**src/rtl/key_matrix_pattern_debounce_top_defines.svh**
```systemverilog
// Assertion macros used by the debounce top to check the block.
`ifndef KEY_MATRIX_PATTERN_DEBOUNCE_TOP_DEFINES_SVH
`define KEY_MATRIX_PATTERN_DEBOUNCE_TOP_DEFINES_SVH

// Same-cycle implication, off while reset is asserted.
`define KMPD_ASSERT_IMP(lbl, ante, cons) \
	lbl: assert property (@(posedge clk) disable iff (!arst_n) (ante) |-> (cons)) \
		else $error("kmpd: same-cycle check failed");

// Next-cycle implication, off while reset is asserted.
`define KMPD_ASSERT_NXT(lbl, ante, cons) \
	lbl: assert property (@(posedge clk) disable iff (!arst_n) (ante) |=> (cons)) \
		else $error("kmpd: next-cycle check failed");

`endif

```
**src/rtl/kmpd_pkg.sv**
```systemverilog
package kmpd_pkg;

	localparam int ROWS = 18;
	localparam int COLS = 8;
	localparam int KEYS = ROWS * COLS;

	localparam int ROW_FIELD_W = 5;
	localparam int COL_FIELD_W = 3;
	localparam int MAP_W       = 8;
	localparam int COUNT_OUT_W = 8;
	localparam int HIST_W      = 8;
	localparam int LEN_W       = 3;

	localparam int ROW_IDX_W = (ROWS > 1) ? $clog2(ROWS) : 1;
	localparam int SLOT_W    = (KEYS > 1) ? $clog2(KEYS) : 1;
	localparam int CNT_W     = $clog2(KEYS + 1);

	localparam logic [LEN_W-1:0] LEN_RESET = 3'd4;
	localparam logic [LEN_W-1:0] LEN_MIN   = 3'd1;
	localparam logic [LEN_W-1:0] LEN_MAX   = 3'd7;

	localparam logic [HIST_W-1:0] HIST_ALL_ZERO = 8'h00;
	localparam logic [HIST_W-1:0] HIST_ALL_ONE  = 8'hFF;
	localparam logic [HIST_W-1:0] PAT_FAST      = 8'h01;

	localparam int QUEUE_DEPTH = 2;
	localparam int QPTR_W      = (QUEUE_DEPTH > 1) ? $clog2(QUEUE_DEPTH) : 1;
	localparam int QCNT_W      = $clog2(QUEUE_DEPTH + 1);

	typedef enum logic [1:0] {
		KIND_KEY     = 2'd0,
		KIND_BAD_COL = 2'd1,
		KIND_BAD_ROW = 2'd2
	} kmpd_kind_t;

	typedef struct packed {
		logic [ROW_FIELD_W-1:0] key_row;
		logic [COL_FIELD_W-1:0] key_col;
		logic                   sample_level;
	} kmpd_in_t;

	typedef struct packed {
		logic                   key_pressed;
		logic [MAP_W-1:0]       row_bits;
		logic [COUNT_OUT_W-1:0] pressed_count;
	} kmpd_out_t;

	// Classified word handed from the front to the back.
	typedef struct packed {
		kmpd_kind_t             kind;
		logic [ROW_IDX_W-1:0]   row;
		logic [COL_FIELD_W-1:0] col;
		logic [SLOT_W-1:0]      slot;
		logic                   level;
	} kmpd_item_t;

endpackage

```
**src/rtl/kmpd_front.sv**
```systemverilog
module kmpd_front (
	input  logic                clk,
	input  logic                arst_n,
	input  logic                in_valid,
	output logic                in_stall,
	input  kmpd_pkg::kmpd_in_t  in_data,
	output logic                push_valid,
	output kmpd_pkg::kmpd_item_t push_item,
	input  logic                push_ready
);
	import kmpd_pkg::*;

	logic       valid_s1;
	kmpd_item_t item_s1;
	kmpd_item_t item_d;
	logic       advance;

	// Classify the sample and form the history slot (column major).
	always_comb begin
		item_d       = '0;
		item_d.col   = in_data.key_col;
		item_d.level = in_data.sample_level;
		if (in_data.key_row >= ROWS) begin
			// keep the row index inside the matrix; the back stage reports no row
			item_d.kind = KIND_BAD_ROW;
		end else if (in_data.key_col >= COLS) begin
			item_d.kind = KIND_BAD_COL;
			item_d.row  = ROW_IDX_W'(in_data.key_row);
		end else begin
			item_d.kind = KIND_KEY;
			item_d.row  = ROW_IDX_W'(in_data.key_row);
			item_d.slot = SLOT_W'(in_data.key_col * ROWS + in_data.key_row);
		end
	end

	assign advance    = !valid_s1 || push_ready;
	assign in_stall   = !advance;
	assign push_valid = valid_s1;
	assign push_item  = item_s1;

	always_ff @(posedge clk or negedge arst_n) begin
		if (!arst_n) begin
			valid_s1 <= 1'b0;
		end else if (advance) begin
			valid_s1 <= in_valid;
		end
	end

	always_ff @(posedge clk) begin
		if (advance && in_valid) begin
			item_s1 <= item_d;
		end
	end

endmodule

```
**src/rtl/kmpd_queue.sv**
```systemverilog
module kmpd_queue (
	input  logic                 clk,
	input  logic                 arst_n,
	input  logic                 push_valid,
	input  kmpd_pkg::kmpd_item_t push_item,
	output logic                 full,
	input  logic                 pop,
	output logic                 head_valid,
	output kmpd_pkg::kmpd_item_t head_item
);
	import kmpd_pkg::*;

	kmpd_item_t        entries_q [QUEUE_DEPTH];
	logic [QPTR_W-1:0] rd_ptr_q;
	logic [QPTR_W-1:0] wr_ptr_q;
	logic [QCNT_W-1:0] cnt_q;
	logic              do_push;
	logic              do_pop;

	assign full       = (cnt_q == QCNT_W'(QUEUE_DEPTH));
	assign head_valid = (cnt_q != '0);
	assign head_item  = entries_q[rd_ptr_q];
	assign do_push    = push_valid && !full;
	assign do_pop     = pop && head_valid;

	function automatic logic [QPTR_W-1:0] next_ptr(input logic [QPTR_W-1:0] p);
		return (p == QPTR_W'(QUEUE_DEPTH - 1)) ? '0 : p + QPTR_W'(1);
	endfunction

	always_ff @(posedge clk or negedge arst_n) begin
		if (!arst_n) begin
			rd_ptr_q <= '0;
			wr_ptr_q <= '0;
			cnt_q    <= '0;
		end else begin
			if (do_push) begin
				wr_ptr_q <= next_ptr(wr_ptr_q);
			end
			if (do_pop) begin
				rd_ptr_q <= next_ptr(rd_ptr_q);
			end
			if (do_push && !do_pop) begin
				cnt_q <= cnt_q + QCNT_W'(1);
			end else if (do_pop && !do_push) begin
				cnt_q <= cnt_q - QCNT_W'(1);
			end
		end
	end

	always_ff @(posedge clk) begin
		if (do_push) begin
			entries_q[wr_ptr_q] <= push_item;
		end
	end

endmodule

```
**src/rtl/kmpd_back.sv**
```systemverilog
module kmpd_back (
	input  logic                         clk,
	input  logic                         arst_n,
	input  logic                         cfg_we,
	input  logic [kmpd_pkg::LEN_W-1:0]   cfg_wdata,
	input  logic                         head_valid,
	input  kmpd_pkg::kmpd_item_t         head_item,
	output logic                         pop,
	output logic                         out_valid,
	input  logic                         out_stall,
	output kmpd_pkg::kmpd_out_t          out_data
);
	import kmpd_pkg::*;

	logic [LEN_W-1:0]  len_q;
	logic [HIST_W-1:0] hist_mem [KEYS];
	logic [KEYS-1:0]   hvalid_q;
	logic [COLS-1:0]   rows_q [ROWS];
	logic [CNT_W-1:0]  cnt_q;
	logic [HIST_W-1:0] hist_wr_q;

	logic              valid_s2;
	kmpd_item_t        item_s2;
	logic [HIST_W-1:0] rdata_s2;
	logic              fwd_s2;

	logic              out_valid_q;
	kmpd_out_t         out_data_q;

	logic              advance;
	logic              is_key;
	logic              commit;
	logic [LEN_W-1:0]  eff_len;
	logic [HIST_W-1:0] mask;
	logic [HIST_W-1:0] pat_safe;
	logic [HIST_W-1:0] hist_old;
	logic [HIST_W-1:0] hist_new;
	logic [HIST_W-1:0] masked;
	logic [COLS-1:0]   bit_vec;
	logic [COLS-1:0]   row_prev;
	logic [COLS-1:0]   after;
	logic              rise;
	logic              fall;
	logic [CNT_W-1:0]  cnt_next;
	kmpd_out_t         res;

	assign advance   = !out_valid_q || !out_stall;
	assign pop       = advance && head_valid;
	assign out_valid = out_valid_q;
	assign out_data  = out_data_q;

	assign is_key = (item_s2.kind == KIND_KEY);
	assign commit = advance && valid_s2 && is_key;

	always_comb begin
		eff_len  = (len_q == '0) ? LEN_MIN : len_q;
		mask     = HIST_ALL_ONE >> (LEN_MAX - eff_len);
		pat_safe = mask >> 1;
		if (fwd_s2) begin
			hist_old = hist_wr_q;
		end else if (hvalid_q[item_s2.slot]) begin
			hist_old = rdata_s2;
		end else begin
			hist_old = HIST_ALL_ZERO;
		end
		hist_new = {hist_old[HIST_W-2:0], item_s2.level};
		masked   = hist_new & mask;
		bit_vec  = COLS'(1) << item_s2.col;
		row_prev = rows_q[item_s2.row];
		after    = row_prev;
		if (is_key && hist_new != HIST_ALL_ZERO && hist_new != HIST_ALL_ONE) begin
			if (masked == PAT_FAST || masked == pat_safe) begin
				after = row_prev | bit_vec;
			end else if (masked == (PAT_FAST ^ mask) || masked == (pat_safe ^ mask)) begin
				after = row_prev & ~bit_vec;
			end
		end
		rise = is_key && (|(after & bit_vec)) && !(|(row_prev & bit_vec));
		fall = is_key && !(|(after & bit_vec)) && (|(row_prev & bit_vec));
		cnt_next = cnt_q;
		if (rise) begin
			cnt_next = cnt_q + CNT_W'(1);
		end else if (fall && cnt_q != '0) begin
			cnt_next = cnt_q - CNT_W'(1);
		end
		res.key_pressed = is_key && (|(after & bit_vec));
		res.row_bits    = (item_s2.kind == KIND_BAD_ROW) ? '0 : MAP_W'(after);
		res.pressed_count = (cnt_next > 255) ? 8'hFF : COUNT_OUT_W'(cnt_next);
	end

	always_ff @(posedge clk or negedge arst_n) begin
		if (!arst_n) begin
			len_q       <= LEN_RESET;
			hvalid_q    <= '0;
			cnt_q       <= '0;
			valid_s2    <= 1'b0;
			out_valid_q <= 1'b0;
			for (int r = 0; r < ROWS; r++) begin
				rows_q[r] <= '0;
			end
		end else begin
			if (cfg_we) begin
				len_q <= cfg_wdata;
			end
			if (advance) begin
				valid_s2    <= head_valid;
				out_valid_q <= valid_s2;
			end
			if (commit) begin
				hvalid_q[item_s2.slot] <= 1'b1;
				rows_q[item_s2.row]    <= after;
				cnt_q                  <= cnt_next;
			end
		end
	end

	// History memory: one write and one registered read per cycle.
	always_ff @(posedge clk) begin
		if (commit) begin
			hist_mem[item_s2.slot] <= hist_new;
			hist_wr_q              <= hist_new;
		end
		if (pop) begin
			rdata_s2 <= hist_mem[head_item.slot];
		end
	end

	always_ff @(posedge clk) begin
		if (advance) begin
			item_s2    <= head_item;
			fwd_s2     <= commit && head_item.kind == KIND_KEY
				&& head_item.slot == item_s2.slot;
			out_data_q <= res;
		end
	end

endmodule

```
**src/rtl/key_matrix_pattern_debounce_top.sv**
```systemverilog
// Key matrix debounce: one raw key sample in, one debounced word out.
// Input channel in_valid/in_stall/in_data carries a word of row, column and
// contact level. Output channel out_valid/out_stall/out_data returns the
// sampled key's debounced state, its row bitmap and the pressed-key count.
// A word is taken at a rising edge with valid high and stall low.
// cfg_we/cfg_wdata write the debounce length (0 acts as 1); write it only
// while no word is in flight.
// Path: a word passes the front register, the queue, the history read stage
// and the output register. Throughput: one word per cycle while out_stall is
// low, set by the history memory read-modify-write in the back stage; a
// same-key word right behind another takes forwarded data.
// Reset: clears the matrix, the pressed count and the per-key history valid
// bits (unwritten history reads as zero), and loads length 4. No clearing pass.
// Receiver stall: the output word and the back stage hold; the two-entry
// queue keeps filling, and in_stall rises once the front word cannot enter it.
`include "key_matrix_pattern_debounce_top_defines.svh"

module key_matrix_pattern_debounce_top (
	input  logic                       clk,
	input  logic                       arst_n,
	input  logic                       cfg_we,
	input  logic [kmpd_pkg::LEN_W-1:0] cfg_wdata,
	input  logic                       in_valid,
	output logic                       in_stall,
	input  kmpd_pkg::kmpd_in_t         in_data,
	output logic                       out_valid,
	input  logic                       out_stall,
	output kmpd_pkg::kmpd_out_t        out_data
);
	import kmpd_pkg::*;

	// front -> queue
	logic       f_valid;
	kmpd_item_t f_item;
	logic       q_full;
	// queue -> back
	logic       q_head_valid;
	kmpd_item_t q_head_item;
	logic       q_pop;

	// Classify the word and hold it until the queue has room.
	kmpd_front u_front (
		.clk        (clk),
		.arst_n     (arst_n),
		.in_valid   (in_valid),
		.in_stall   (in_stall),
		.in_data    (in_data),
		.push_valid (f_valid),
		.push_item  (f_item),
		.push_ready (!q_full)
	);

	// Decouple front and back so each can stall on its own.
	kmpd_queue u_queue (
		.clk        (clk),
		.arst_n     (arst_n),
		.push_valid (f_valid),
		.push_item  (f_item),
		.full       (q_full),
		.pop        (q_pop),
		.head_valid (q_head_valid),
		.head_item  (q_head_item)
	);

	// Advance history, matrix and count; drive the output register.
	kmpd_back u_back (
		.clk        (clk),
		.arst_n     (arst_n),
		.cfg_we     (cfg_we),
		.cfg_wdata  (cfg_wdata),
		.head_valid (q_head_valid),
		.head_item  (q_head_item),
		.pop        (q_pop),
		.out_valid  (out_valid),
		.out_stall  (out_stall),
		.out_data   (out_data)
	);

	// An accepted word always lands in the front register.
	`KMPD_ASSERT_NXT(a_front_loads, in_valid && !in_stall, f_valid)
	// The front never drives a word while the queue is full without stalling.
	`KMPD_ASSERT_IMP(a_hold_when_full, f_valid && q_full, in_stall)
	// A head word seen with an empty output must pass the read and output registers.
	`KMPD_ASSERT_IMP(a_drain, q_head_valid && !out_valid, ##2 out_valid)

endmodule

```
**config.mk**
```make
export PLATFORM = sky130hd
export DESIGN_NAME = key_matrix_pattern_debounce_top
export DESIGN_NICKNAME = d
export VERILOG_FILES = /design/src/rtl/kmpd_pkg.sv /design/src/rtl/kmpd_front.sv /design/src/rtl/kmpd_queue.sv /design/src/rtl/kmpd_back.sv /design/src/rtl/key_matrix_pattern_debounce_top.sv
export VERILOG_INCLUDE_DIRS = /design/src /design/src/rtl
export SDC_FILE = /design/constraint.sdc
export NUM_CORES = 2
export LEC_CHECK = 0
export ABC_AREA = 1
export BUFFER_PORTS_ARGS = -buffer_cell sky130_fd_sc_hd__buf_2
export CORE_UTILIZATION = 56
export DETAILED_ROUTE_END_ITERATION = 7
export PLACE_DENSITY = 0.72
export REMOVE_ABC_BUFFERS = 1
export SLEW_MARGIN = 20
export SYNTH_ARGS = -nofsm -noshare
export SYNTH_HDL_FRONTEND = slang
export SYNTH_HIERARCHICAL = 1
export SYNTH_SLANG_ARGS = --single-unit
```
**constraint.sdc**
```tcl
create_clock -name clk -period 7.9 [get_ports clk]
set_input_delay 0.79 -clock clk [delete_from_list [all_inputs] [get_ports clk]]
set_output_delay 0.79 -clock clk [all_outputs]
set_load 0.05 [all_outputs]
```
==> flow_summary_export.csv <==
group,metric,value,unit
global_routing,globalRouteTotalUtil,0.2879,
floorplan,die_width,325.3,microns
hold_path,worstHoldPathType,"in2async",
synthesis,synth.ff_latch_count,1420,
synthesis,synth.cells.most_frequent,"edfxtp_1, nor2_1, o21ai_0",
sta,fin_worst_hold_slack,92.46,ps
sta,max_slew.worst_pin.slew,1184,ps
sta,worst_clock_skew,23.15,ps
placement,rd_place_congestion,0.9604,
global_routing,grt_first_pass_wirelength,232.6,mm
synthesis,ys.flop_type,"edfxtp_1",
placement,detailedPlace.worstSlack,2277,ps
route,post_drt_via_cell_ratio,6.095,
global_routing,grt_overflow_total,0,
synthesis,synth_top_area_frac,0.5716,
status,result_of_the_run,"completed",
route,routedWlPerCell,23.18,microns
clocking,cts_tree,"done",
synthesis,yosysSeqAreaShare,0.7024,
clocking,cts_max_level,4,
clocking,post_cts.repair.setup_buffers,0,
clocking,clock_tree.root_cell,"clkbuf_16",
layout,final_net_count,5117,
synthesis,synth-async-reset-ratio,0.2155,
power_and_ir_drop,static-leakage-power,23.64,nW
clocking,cts.repair.resized,0,
flow_run,max_cap_viol_count,0,
clocking,cts-root-to-sink-buffers,3,
global_routing,initial_antenna_violation_count,5,
synthesis,post-synth-top-count-cell,"edfxtp_1",
clocking,cts_made_buffers,145,
layout,fillers,7971,
floorplan,io-pin-count,36,
synthesis,synth.top_cells.by_area,"edfxtp_1, dfrtp_1, o21ai_0",
critical_path,start_kind,"register",
global_routing,grt_pass1_vias,38330,
critical_path,endpoint_type_of_the_worst_setup_path,"register",
critical_path,crit_path_max_incr_delay,780,ps
critical_path,worst_path_max_delay_cell,"nand2_4",
layout,final_core_utilization,0.6215,
floorplan,num_rows,118,
power_and_ir_drop,power_density,397.6,mW/mm^2
route,vias,40140,
sta,rsz0062_at_grt,"false",
route,route.final.wire_length,152.7,mm
placement,io_buffers,35,
synthesis,synthCells,5166,
critical_path,critical_path_peak_fanout,91,
placement,detailed_place_hpwl,89.95,mm
critical_path,timing.critical_path.arrival,6210,ps
route,ant_nets,0,
power_and_ir_drop,vdd_drop_max,0.0003726,V
sta,max_clock_freq,0.1754,GHz
layout,drive_gt1_frac,0.09245,
clocking,cts_sinks,1420,
critical_path,worst_ep_required_time,8410,ps
sta,fin_crit_sh,0.7218,
sta,setup_viol,0,
global_routing,grt_start_max_net_pins,173,
route,drc,0,
synthesis,synthDistinctLibCells,52,
synthesis,synth.largest_area_cell,"edfxtp_1",
synthesis,netlist_area,0.05853,sq mm
clocking,insertion_delay,760,ps
clocking,cts_hold_repair.buffers,0,
floorplan,die-height,325.3,microns
critical_path,crit_type,"reg2reg",
clocking,clk_pin_slew_worst_paths,60,ps
route,dr.pass1.iters,6,
layout,syn2layout_area_growth,9.904,%
sta,setup_ws_final,2198,ps
critical_path,critPathMostFrequentCell,"nand2_1",
placement,post_dp_cell_area,0.05986,sq mm
floorplan,design.die.area,0.1058,sq mm
synthesis,number_of_enable_type_register_cells_in_the_synthesized_netlist,1114,
sta,post-route-min-period,5702,ps
route,detailedRoute.firstIterationViolations,4538,
sta,report.final.slew_viol_count,0,
sta,final-hold-violation-count,0,
floorplan,fp.coreArea,0.1035,sq mm
synthesis,ys.warnings.count,6,
synthesis,synthesis.area_per_instance,11.33,sq um
sta,slew_headroom,0.2081,
floorplan,initial_core_util,0.5655,
layout,final_area,0.06432,sq mm
-- final cells by class --
cell class	count	area, sq um	area share
Inverter	265	1011	0.01572
Clock inverter	59	506.7	0.007878
Tap cell	1380	1727	0.02684
Clock buffer	200	3949	0.06139
Multi-Input combinational cell	3161	15230	0.2368
Antenna cell	2	5.005	0.00007781
Sequential cell	1420	41110	0.6391
Timing Repair Buffer	98	783.3	0.01218
-- cells by family (layout without fill, tap and decap cells) --
logic type      count (synthesis)  count (layout)  share of synthesized area
compound gates               1301            1301                     0.1236
xor+xnor                       13              13                   0.001945
fa+ha+maj                       9               9                   0.002052
buf+inv                       585             622                    0.03929
flops                        1420            1420                     0.7024
mux                            13              13                   0.002501
other cells                     1               3                 0.00006407
simple gates                 1824            1824                     0.1281
-- cell usage in the layout (no fill, tap or decap), drive strengths merged, types with 30 or more instances in the layout --
cell type / count
nand3: 85
edfxtp: 1114
nor3: 32
clkbuf: 200
or2: 109
o21ai: 863
inv: 267
nand2: 644
nor2: 919
dfrtp: 305
buf: 98
nand4: 30
clkinv: 48
o22ai: 345
-- flip-flops by register name, summed over array words and instances, names as in the netlist, 2 cells and up --
register,flops
u_back/item_s2,18
u_back/cnt_q,8
u_back/rows_q,144
u_front/push_item,17
u_back/hvalid_q,144
u_queue/cnt_q,2
u_back/hist_wr_q,7
u_back/len_q,3
u_queue/entries_q,38
u_back/rdata_s2,7
u_back/out_data,17
u_back/hist_mem,1008
-- metal layers --
| layer | track usage | wire [microns] | share of wire |
|---|---|---|---|
| met1 | 0.4109 | 62800 | 0.41 |
| met2 | 0.4427 | 70700 | 0.46 |
| met3 | 0.04909 | 13480 | 0.088 |
| met4 | 0.1164 | 5642 | 0.037 |
| met5 | 0 | 45 | 0.00029 |
-- final timing paths --
check,cells past startpoint,slack (ps),start,end
min reg2reg,0,440,u_front/push_item[4]$_SDFFCE_PP0P_,u_queue/entries_q[1][4]$_DFFE_PP_
max reg2reg,28,2200,u_back/item_s2[2]$_DFFE_PN_,u_back/out_data[0]$_DFFE_PN_
max,28,2200,u_back/item_s2[2]$_DFFE_PN_,u_back/out_data[0]$_DFFE_PN_
min,1,90,arst_n,u_back/rows_q[47]$_DFFE_PN0P_
max in group asynchronous,2,6370,arst_n,u_back/hvalid_q[21]$_DFFE_PN0P_
min in group clk,1,200,in_data[0],u_front/push_item[0]$_DFFE_PP_
-- metrics by stage --
step,std cells,power [mW],setup TNS (ps)
final,6585,25.58,0
after global placement,6324,18.87,0
after detailed placement,6324,19.01,0
after CTS,6583,25.47,0
after floorplan,4846,15.47,-78480
after global routing,6584,26.70,0
-- critical path, delay by kind of cell (launching register included) --
family          cells  cell delay (ps)
compound gates      3              270
buf+inv             3              870
flops               1              320
simple gates       22             3920
-- where the power goes --
part	internal (mW)	total, mW	switching, mW	leakage [nW]
registers	9.46	9.76	0.294	14.2
clock network	3.67	6.49	2.81	2.17
logic	2.28	9.33	7.05	7.26
total	15.4	25.6	10.2	23.6
Note: power is estimated with default switching activity, not from simulation.
